<file path="src/rtl/bsee_pkg.sv">
package bsee_pkg;

  // element width and default run capacity
  localparam int DATA_W        = 32;
  localparam int MAX_ITEMS_DEF = 64;

  // controller states
  typedef enum logic [2:0] {
    ST_COLLECT,
    ST_READ0,
    ST_FIRST,
    ST_SCAN,
    ST_END,
    ST_OUT_READ,
    ST_OUT_SEND
  } state_t;

  // memory write data source
  typedef enum logic [1:0] {
    WR_INPUT,
    WR_MIN,
    WR_CARRY
  } wsel_t;

  // commands from controller to datapath
  typedef struct packed {
    logic  we;
    wsel_t wsel;
    logic  re;
    logic  load_carry;
    logic  scan;
  } cmd_t;

endpackage

</file>
<file path="src/rtl/bsee_datapath.sv">
module bsee_datapath #(
  parameter int MAX_ITEMS = bsee_pkg::MAX_ITEMS_DEF
) (
  input  logic                              clk,
  input  bsee_pkg::cmd_t                    cmd,
  input  logic [$clog2(MAX_ITEMS)-1:0]      waddr,
  input  logic [$clog2(MAX_ITEMS)-1:0]      raddr,
  input  logic [bsee_pkg::DATA_W-1:0]       in_value,
  output logic [bsee_pkg::DATA_W-1:0]       rd_value,
  output logic                              greater
);

  localparam int AW = $clog2(MAX_ITEMS);

  logic [bsee_pkg::DATA_W-1:0] mem [MAX_ITEMS];
  logic [bsee_pkg::DATA_W-1:0] rdata;
  logic [bsee_pkg::DATA_W-1:0] carry;
  logic [bsee_pkg::DATA_W-1:0] carry_next;
  logic [bsee_pkg::DATA_W-1:0] wdata;
  logic [AW-1:0]               waddr_q;

  assign waddr_q = waddr;

  // signed compare of the carried element against the fresh read
  assign greater = $signed(carry) > $signed(rdata);

  // write data select: new element, smaller of pair, or carried maximum
  always_comb begin
    case (cmd.wsel)
      bsee_pkg::WR_INPUT: wdata = in_value;
      bsee_pkg::WR_MIN:   wdata = greater ? rdata : carry;
      bsee_pkg::WR_CARRY: wdata = carry;
      default:            wdata = in_value;
    endcase
  end

  // carried element: larger of each compared pair bubbles forward
  always_comb begin
    carry_next = carry;
    if (cmd.load_carry) begin
      carry_next = rdata;
    end else if (cmd.scan) begin
      carry_next = greater ? carry : rdata;
    end
  end

  always_ff @(posedge clk) begin
    carry <= carry_next;
  end

  // element store, one write and one registered read per cycle
  always_ff @(posedge clk) begin
    if (cmd.we) begin
      mem[waddr_q] <= wdata;
    end
  end

  always_ff @(posedge clk) begin
    if (cmd.re) begin
      rdata <= mem[raddr];
    end
  end

  assign rd_value = rdata;

endmodule

</file>
<file path="src/rtl/bsee_ctrl.sv">
module bsee_ctrl #(
  parameter int MAX_ITEMS = bsee_pkg::MAX_ITEMS_DEF
) (
  input  logic                              clk,
  input  logic                              rst,
  input  logic                              s_tvalid,
  output logic                              s_tready,
  input  logic                              s_tlast,
  output logic                              m_tvalid,
  input  logic                              m_tready,
  output logic                              m_tlast,
  output logic                              m_tuser,
  input  logic                              greater,
  output bsee_pkg::cmd_t                    cmd,
  output logic [$clog2(MAX_ITEMS)-1:0]      waddr,
  output logic [$clog2(MAX_ITEMS)-1:0]      raddr,
  output logic [$clog2(MAX_ITEMS+1)-1:0]    count_out
);

  localparam int AW = $clog2(MAX_ITEMS);
  localparam int CW = $clog2(MAX_ITEMS + 1);

  bsee_pkg::state_t state;
  bsee_pkg::state_t state_next;

  logic [CW-1:0] count;
  logic [CW-1:0] count_next;
  logic          ovf;
  logic          ovf_next;
  logic [AW-1:0] span;
  logic [AW-1:0] span_next;
  logic [AW-1:0] k;
  logic [AW-1:0] k_next;
  logic          swapped;
  logic          swapped_next;
  logic [AW-1:0] idx;
  logic [AW-1:0] idx_next;
  logic          room;
  logic          out_last;

  assign room      = count < CW'(MAX_ITEMS);
  assign out_last  = (CW'(idx) + CW'(1)) == count;
  assign count_out = count;

  // state and counters
  always_ff @(posedge clk) begin
    if (rst) begin
      state   <= bsee_pkg::ST_COLLECT;
      count   <= '0;
      ovf     <= 1'b0;
      span    <= '0;
      k       <= '0;
      swapped <= 1'b0;
      idx     <= '0;
    end else begin
      state   <= state_next;
      count   <= count_next;
      ovf     <= ovf_next;
      span    <= span_next;
      k       <= k_next;
      swapped <= swapped_next;
      idx     <= idx_next;
    end
  end

  // next state and datapath commands
  always_comb begin
    state_next     = state;
    count_next     = count;
    ovf_next       = ovf;
    span_next      = span;
    k_next         = k;
    swapped_next   = swapped;
    idx_next       = idx;
    cmd.we         = 1'b0;
    cmd.wsel       = bsee_pkg::WR_INPUT;
    cmd.re         = 1'b0;
    cmd.load_carry = 1'b0;
    cmd.scan       = 1'b0;
    waddr          = count[AW-1:0];
    raddr          = '0;
    s_tready       = 1'b0;
    m_tvalid       = 1'b0;
    m_tlast        = 1'b0;
    m_tuser        = 1'b0;
    unique case (state)
      bsee_pkg::ST_COLLECT: begin
        s_tready = 1'b1;
        if (s_tvalid) begin
          cmd.we     = room;
          count_next = count + CW'(room);
          ovf_next   = ovf | ~room;
          if (s_tlast) begin
            if (count == '0) begin
              idx_next   = '0;
              state_next = bsee_pkg::ST_OUT_READ;
            end else begin
              span_next  = room ? count[AW-1:0] : AW'(MAX_ITEMS - 1);
              state_next = bsee_pkg::ST_READ0;
            end
          end
        end
      end
      bsee_pkg::ST_READ0: begin
        cmd.re       = 1'b1;
        raddr        = '0;
        swapped_next = 1'b0;
        k_next       = '0;
        state_next   = bsee_pkg::ST_FIRST;
      end
      bsee_pkg::ST_FIRST: begin
        cmd.load_carry = 1'b1;
        cmd.re         = 1'b1;
        raddr          = AW'(1);
        state_next     = bsee_pkg::ST_SCAN;
      end
      bsee_pkg::ST_SCAN: begin
        // compare carry with element k+1, write the smaller to k
        cmd.scan     = 1'b1;
        cmd.we       = 1'b1;
        cmd.wsel     = bsee_pkg::WR_MIN;
        waddr        = k;
        swapped_next = swapped | greater;
        if (k + AW'(1) == span) begin
          state_next = bsee_pkg::ST_END;
        end else begin
          cmd.re = 1'b1;
          raddr  = k + AW'(2);
          k_next = k + AW'(1);
        end
      end
      bsee_pkg::ST_END: begin
        // pass maximum lands at the end of the scanned range
        cmd.we   = 1'b1;
        cmd.wsel = bsee_pkg::WR_CARRY;
        waddr    = span;
        if (!swapped || span == AW'(1)) begin
          idx_next   = '0;
          state_next = bsee_pkg::ST_OUT_READ;
        end else begin
          span_next  = span - AW'(1);
          state_next = bsee_pkg::ST_READ0;
        end
      end
      bsee_pkg::ST_OUT_READ: begin
        cmd.re     = 1'b1;
        raddr      = idx;
        state_next = bsee_pkg::ST_OUT_SEND;
      end
      bsee_pkg::ST_OUT_SEND: begin
        m_tvalid = 1'b1;
        m_tlast  = out_last;
        m_tuser  = ovf;
        if (m_tready) begin
          if (out_last) begin
            count_next = '0;
            ovf_next   = 1'b0;
            state_next = bsee_pkg::ST_COLLECT;
          end else begin
            // prefetch the next element so one request moves per cycle while m_tready is high
            cmd.re   = 1'b1;
            raddr    = idx + AW'(1);
            idx_next = idx + AW'(1);
          end
        end
      end
      default: begin
        state_next = bsee_pkg::ST_COLLECT;
      end
    endcase
  end

endmodule

</file>
<file path="src/rtl/bubble_sort_early_exit_unit.sv">
// Collect: the store write port takes one element per cycle.
// Sort: a pass over a span of s compares does one compare per cycle, using the store's
//   write and read ports together; at most n - 1 passes, fewer on an early exit.
// Output: the first element is read from the store, then one result per cycle while m_tready is high.
// Reset (rst, synchronous, active high) clears the state machine, the element count and
//   the overflow flag; the element store keeps its contents and is never cleared.
module bubble_sort_early_exit_unit #(
  parameter int MAX_ITEMS = bsee_pkg::MAX_ITEMS_DEF
) (
  input  logic                        clk,
  input  logic                        rst,
  input  logic                        s_tvalid,
  output logic                        s_tready,
  input  logic [bsee_pkg::DATA_W-1:0] s_tdata,   // [31:0] item_value
  input  logic                        s_tlast,   // last_item
  output logic                        m_tvalid,
  input  logic                        m_tready,
  output logic [bsee_pkg::DATA_W-1:0] m_tdata,   // [31:0] sorted_value
  output logic                        m_tlast,   // last_result
  output logic                        m_tuser    // [0] truncated
);

  localparam int AW = $clog2(MAX_ITEMS);
  localparam int CW = $clog2(MAX_ITEMS + 1);

  bsee_pkg::cmd_t cmd;
  logic [AW-1:0]  waddr;
  logic [AW-1:0]  raddr;
  logic [CW-1:0]  count;
  logic           greater;

  // run control
  bsee_ctrl #(
    .MAX_ITEMS(MAX_ITEMS)
  ) u_ctrl (
    .clk       (clk),
    .rst       (rst),
    .s_tvalid  (s_tvalid),
    .s_tready  (s_tready),
    .s_tlast   (s_tlast),
    .m_tvalid  (m_tvalid),
    .m_tready  (m_tready),
    .m_tlast   (m_tlast),
    .m_tuser   (m_tuser),
    .greater   (greater),
    .cmd       (cmd),
    .waddr     (waddr),
    .raddr     (raddr),
    .count_out (count)
  );

  // element store and compare/swap
  bsee_datapath #(
    .MAX_ITEMS(MAX_ITEMS)
  ) u_datapath (
    .clk      (clk),
    .cmd      (cmd),
    .waddr    (waddr),
    .raddr    (raddr),
    .in_value (s_tdata),
    .rd_value (m_tdata),
    .greater  (greater)
  );

`ifndef SYNTHESIS
  // input and output phases never overlap
  a_phase_excl: assert property (@(posedge clk) disable iff (rst)
    !(s_tready && m_tvalid))
    else $error("input and output phases overlap");

  // block returns to collecting right after the final result
  a_back_to_collect: assert property (@(posedge clk) disable iff (rst)
    m_tvalid && m_tready && m_tlast |=> s_tready)
    else $error("not collecting after final result");

  // no read of the entry being written in the same cycle
  a_no_rw_clash: assert property (@(posedge clk) disable iff (rst)
    cmd.we && cmd.re |-> waddr != raddr)
    else $error("read and write hit the same entry");

  // a result is only offered when the run holds elements
  a_count_nonzero: assert property (@(posedge clk) disable iff (rst)
    m_tvalid |-> count != '0 && count <= CW'(MAX_ITEMS))
    else $error("result offered with bad element count");
`endif

endmodule
</file>
<file path="config.mk">
export PLATFORM = sky130hd
export DESIGN_NAME = bubble_sort_early_exit_unit
export DESIGN_NICKNAME = d
export VERILOG_FILES = /design/src/rtl/bsee_pkg.sv /design/src/rtl/bsee_datapath.sv /design/src/rtl/bsee_ctrl.sv /design/src/rtl/bubble_sort_early_exit_unit.sv
export SDC_FILE = /design/constraint.sdc
export NUM_CORES = 2
export LEC_CHECK = 0
export ABC_AREA = 1
export BUFFER_PORTS_ARGS = -buffer_cell sky130_fd_sc_hd__buf_4
export CELL_PAD_IN_SITES_DETAIL_PLACEMENT = 2
export CELL_PAD_IN_SITES_GLOBAL_PLACEMENT = 2
export CORE_UTILIZATION = 25
export CTS_CLUSTER_SIZE = 10
export DETAILED_ROUTE_END_ITERATION = 10
export GPL_TIMING_DRIVEN = 0
export PLACE_DENSITY = 0.56
export SLEW_MARGIN = 5
export SYNTH_ARGS = -nofsm -noshare
export SYNTH_HDL_FRONTEND = slang
export SYNTH_SLANG_ARGS = --single-unit
export TNS_END_PERCENT = 100
</file>
<file path="constraint.sdc">
create_clock -name clk -period 4.6 [get_ports clk]
set_input_delay 0.23 -clock clk [delete_from_list [all_inputs] [get_ports clk]]
set_output_delay 0.23 -clock clk [all_outputs]
set_load 0.01 [all_outputs]
</file>
# Yosys cells after proc, flatten, opt, wreduce, memory -nomap -nowiden
# Memories as Yosys holds them, arrays and structs flattened. A register that Yosys moved wholly into a read port is not among the register bits.
# Cells that the tools add are included.
[word_totals]
n_memories = 1
output_inout_bits = 36
in_bits = 37
regBits = 62
ramBits = 2048
[memory_table]
columns = ["memory", "words", "width", "rd", "rd_ports_with_merged_regs", "wr", "line_no", "text"]
rows = [
  ["u_datapath.mem", 64, 32, 1, 1, 1, "bsee_datapath.sv:15", "logic [bsee_pkg::DATA_W-1:0] mem [MAX_ITEMS];"],
]
[op_classes]
addsub = 6
eq_ne = 23
bitwise_logic = 3
magnitude_cmp = 2
n_mux = 57
reduce_logical = 17
[ops]
columns = ["operator", "n"]
rows = [
  ["$mux 32", 4],
  ["$mux 6", 15],
  ["$pmux 32 s2", 1],
  ["$pmux 6 s2", 3],
  ["$gt 32x32->1", 1],
  ["$pmux 6 s4", 1],
  ["$mux 3", 7],
  ["$mux 7", 3],
  ["$pmux 3 s7", 1],
  ["$pmux 6 s3", 1],
  ["$ne 2x2->1 const B", 8],
  ["$mux 1", 15],
  ["$pmux 7 s2", 1],
  ["$add 6x1->6 const B", 2],
  ["$reduce_and 5->1", 2],
  ["$eq 3x3->1 const B", 3],
  ["$ne 2x1->1 const B", 4],
  ["$reduce_bool 2->1", 4],
  ["$add 6x1->7 const B", 1],
  ["$add 7x1->7", 1],
  ["$eq 7x7->1", 1],
  ["$logic_not 7->1", 1],
  ["$lt 7x7->1 const B", 1],
  ["$reduce_and 7->1", 1],
  ["21 further kinds", 26],
]

# Logic depth before layout (Yosys ltp)
[depth]
depth_word = 6
ltp_mapped = 23

# By module
# Synthesis repeated with hierarchy kept, for this count alone.
[hier_totals]
hier_cells = 6838
hier_area_um2 = 86436.6
[by_module_without_submodules]
columns = ["module", "area_per_inst_um2", "seq_area_each_um2", "n_inst", "cells_each"]
rows = [
  ["bsee_datapath", 84041.9, 63420.8, 1, 6448],
  ["bsee_ctrl", 2394.8, 600.6, 1, 390],
]

# Least setup slack after synthesis
# OpenSTA, ideal clock, no wires.
[synth_timing]
path_type = "register to register"
from = "register u_ctrl.state[1]"
to = "memory u_datapath.mem[34][0] (netlist name), enable pin"
stages_incl_launch_ff = 12
setup_ns = 0.461
path_buffers = 0
arrival_time_ns = 4.131
period_less_slack_ns = 4.593
slack_ns = 0.007
cell_sequence = "dfxtp_1 inv_1 nor2_1 nand2_1 inv_1 nor2_1 inv_1 o21ai_0 inv_1 nor2_1 inv_1 nor3_1"
[synth_between]
elab_chain_cells = 5
elab_cells_between_ends = 8
classes_between = "eq/ne (2); mux (4); reduce/logical (2)"
[synth_lines]
columns = ["item", "line_no", "text"]
rows = [
  ["start: declaration", "bsee_ctrl.sv:23", "bsee_pkg::state_t state;"],
  ["start signal: assignment", "bsee_ctrl.sv:48", "state <= bsee_pkg::ST_COLLECT;"],
  ["start signal: assignment", "bsee_ctrl.sv:56", "state <= state_next;"],
  ["$eq 3x2->1 / $eq 3x3->1 (equally long branches)", "bsee_ctrl.sv:86", "unique case (state)"],
  ["$reduce_or 2->1 (no source line)", "n/a", ""],
  ["$pmux 1 s2", "bsee_ctrl.sv:86", ""],
  ["$mux 1", "bsee_datapath.sv:53", "if (cmd.we) begin"],
  ["$mux 1 (implied by the code)", "bsee_datapath.sv:54", "mem[waddr_q] <= wdata;"],
  ["end: declaration", "bsee_datapath.sv:15", ""],
]
# Parallel ways exist; a longest one is shown, timed or not.

# Worst setup path after layout
[layout_timing]
from = "register u_ctrl.state[1]"
to = "memory u_datapath.mem[22][10] (netlist name), enable pin"
# Same word-level chain as after synthesis.

==> out/metrics.yaml <==
run_status: "finished, violations left"
violations: "negative setup slack"
final_antenna_net_count: 0
drt_iter0_markers: 7546
fmax_ghz: 0.215
tightest_slew_ps: 1250
peakVddDrop_v: 0.000357
wl_per_cell_um: 33.0
vias_per_cell: 5.12
synth-warning-count: 0
period_minus_slack_ps: 4660
place_hpwl_mm: 352
post-route-util_pct: 30.9
dpl_cell_area_um2: 107000
synth_seq_cells: 2142
clock_latency_ps: 920
crit_chain: "inv_1 > nor2_1 > nand2_1 > inv_1 > clkbuf_2 > nand3_1 > o21ai_0 > a21oi_2 > inv_1 > nor2_1 > nand2_1 > nor2_4 > buf_16 > buf_12"
initial_utilization_pct: 25.2
hold_viol: 0
coreArea_um2: 380000
drv_slew: 0
postSynthAreaPerCell_um2: 10.9
start_kind: "flop"
cp_slowest_stage_delay_ps: 600
layout-drive-gt1-share_pct: 14.2
slew_headroom_pct: 16.6
period_share_pct: 101
place_inst: 14022
synth_seq_area_share_pct: 66.9
synthesis.nets: 8825
syn_to_final_growth_pct: 22.6
fin_nets: 9461
pin_count: 73
cpMostUsedCell: "inv_1"
syn_area_um2: 95700
grt_pass1_wl_mm: 650
overflow: 0
p_leak_uw: 0.0444
crit_fanout: 20
clk_path_buf_depth: 4
grt_pass1_vias: 77752
mostFrequentLayoutCells: "nand3_1 (2,136), edfxtp_1 (2,112), nand2_1 (1,363)"
drc: 0
numCtsBuffers: 269
portBuffers: 71
htreeDepth: 5
cts_tree: "yes"
die_y_um: 621
syn_inst: 8748
layout.cells.non_filler: 14570
setup-violations-final: 38
die_w_um: 621
p_per_area_nw_per_um2: 614
final_area_um2: 117000
cts_root_buf: "clkbuf_16"
layout_commonest_cell: "nand3_1"
critical_path_class: "reg -> reg"
cts_sinks: 2142
die_area_um2: 385000
crit_arrival_ps: 5230
cp.required_ps: 5170
ys_async_sr_fraction_pct: 0
ys_types: 39
synth_ff_type: "edfxtp_1"
cp_slowest_cell: "nor2_4"
place_congestion: 0.928
antenna_found_initial: 61
row_count: 226
clock_skew_ps: 36.0
vias: 74588
grt_usage_pct: 24.4
hp-class: "in -> reg"
cap_violations: 0
crit_path_end_kind: "flop"
rsz0062_at_grt: "true"
wl_mm: 481
power_uw: 72100
dr.pass1.iters: 8
path_clk_slew_ps: 60
setup_ws_ps: -57.2
synth_edf_count: 2112
fillers: 40814
grt_max_degree: 65
[state kept, by name (all words and copies together), names as in the netlist]
signal               count
u_datapath.mem        2048
u_datapath.carry        32
u_datapath.rd_value     32
u_ctrl.count_out         7
u_ctrl.idx               6
u_ctrl.k                 6
u_ctrl.span              6
u_ctrl.state             3
u_ctrl.ovf               1
u_ctrl.swapped           1
[final cells by class]
class                   count  area, um2  area share (%)
flip-flops and latches   2142      64000            54.5
multi-input cells        4742      25700            21.9
clock buffers             343       7220            6.15
well taps                5016       6280            5.35
repair buffers            366       5310            4.52
inverters                1284       4830            4.11
plain buffers             579       3440            2.93
clock inverters            65        489           0.417
diodes                     33       82.6          0.0703
[report_power, final]
part           leakage (uW)  internal [uW]  switching [uW]
Sequential           0.0193          25300             572
Clock               0.00375          11100            8680
Combinational        0.0214           6410           20100
[cells in the mapped netlist, types with 3 or more instances]
master    instances  share of area [%]
nor4_1            3              0.020
nor3_1           13              0.068
edfxtp_1       2112                 66
buf_2           317                1.7
clkbuf_1        199               0.78
nand2_1        1396                5.5
nand4_1          15              0.098
a211oi_1          9              0.071
a22o_1           31               0.28
o21bai_1          4              0.031
nand3b_1        764                6.0
xor2_1            6              0.055
o21ai_1           4              0.021
a31oi_1           4              0.026
inv_1          1281                5.0
nor2_1          112               0.44
a21oi_1          42               0.22
o21ai_0          64               0.33
nand3_1        2217                 12
buf_1            63               0.25
ha_1             40               0.52
dfxtp_1          30               0.63
[cells by family (layout without fill, tap and decap cells)]
kind of cell | after synthesis | after routing | synth area share (%)
flops | 2142 | 2142 | 66.9
simple gates | 4525 | 4525 | 23.7
xor+xnor | 8 | 8 | 0.0732
buf+inv | 1864 | 2637 | 7.73
fa+ha+maj | 40 | 40 | 0.523
other cells | 0 | 33 | 0
compound gates | 169 | 169 | 1.09
[worst max-delay path, delay by kind of cell (launching register included)]
family / cells / cell delay (ps)
buffers and inverters: 6 / 1310
flip-flops: 1 / 350
AND/OR/NAND/NOR: 6 / 2040
AO/OA/AOI/OAI: 2 / 540
[layer usage]
metal	share of wire, %	track usage, %
met1	42	31.8
met2	46	39.2
met4	5.4	11.5
met3	7.0	4.47
met5	0.024	0
[what timing repair did]
action,in CTS,in global routing
hold endpoints to repair,76,0
gates resized for setup,332,243
hold buffers,14,0
setup buffers,58,36
pin swaps,24,17
setup endpoints to repair,3273,501
[worst paths after layout]
path / cells past startpoint / slack [ps] / from / endpoint
min: 4 / 110 / s_tdata[10] / u_datapath.mem[4][10]$_DFFE_PP_
max: 14 / -60 / u_ctrl.state[1]$_SDFFE_PP0P_ / u_datapath.mem[22][10]$_DFFE_PP_
min reg2reg: 2 / 470 / u_ctrl.ovf$_SDFFE_PP0P_ / u_ctrl.ovf$_SDFFE_PP0P_
max reg2reg: 14 / -60 / u_ctrl.state[1]$_SDFFE_PP0P_ / u_datapath.mem[22][10]$_DFFE_PP_
[through the flow]
step | TNS, ps | setup WS (ps) | hold WS [ps]
2_1_floorplan | 0 | 7.34 | 429
3_3_place_gp | - | -6710 | 453
3_5_place_dp | -2080060 | -1450 | 466
4_1_cts | -607 | -91.6 | 60.9
5_1_grt | -11910 | -168 | 116
6_report | -1250 | -57.2 | 111
No activity file was read; power rests on OpenSTA's default activity.
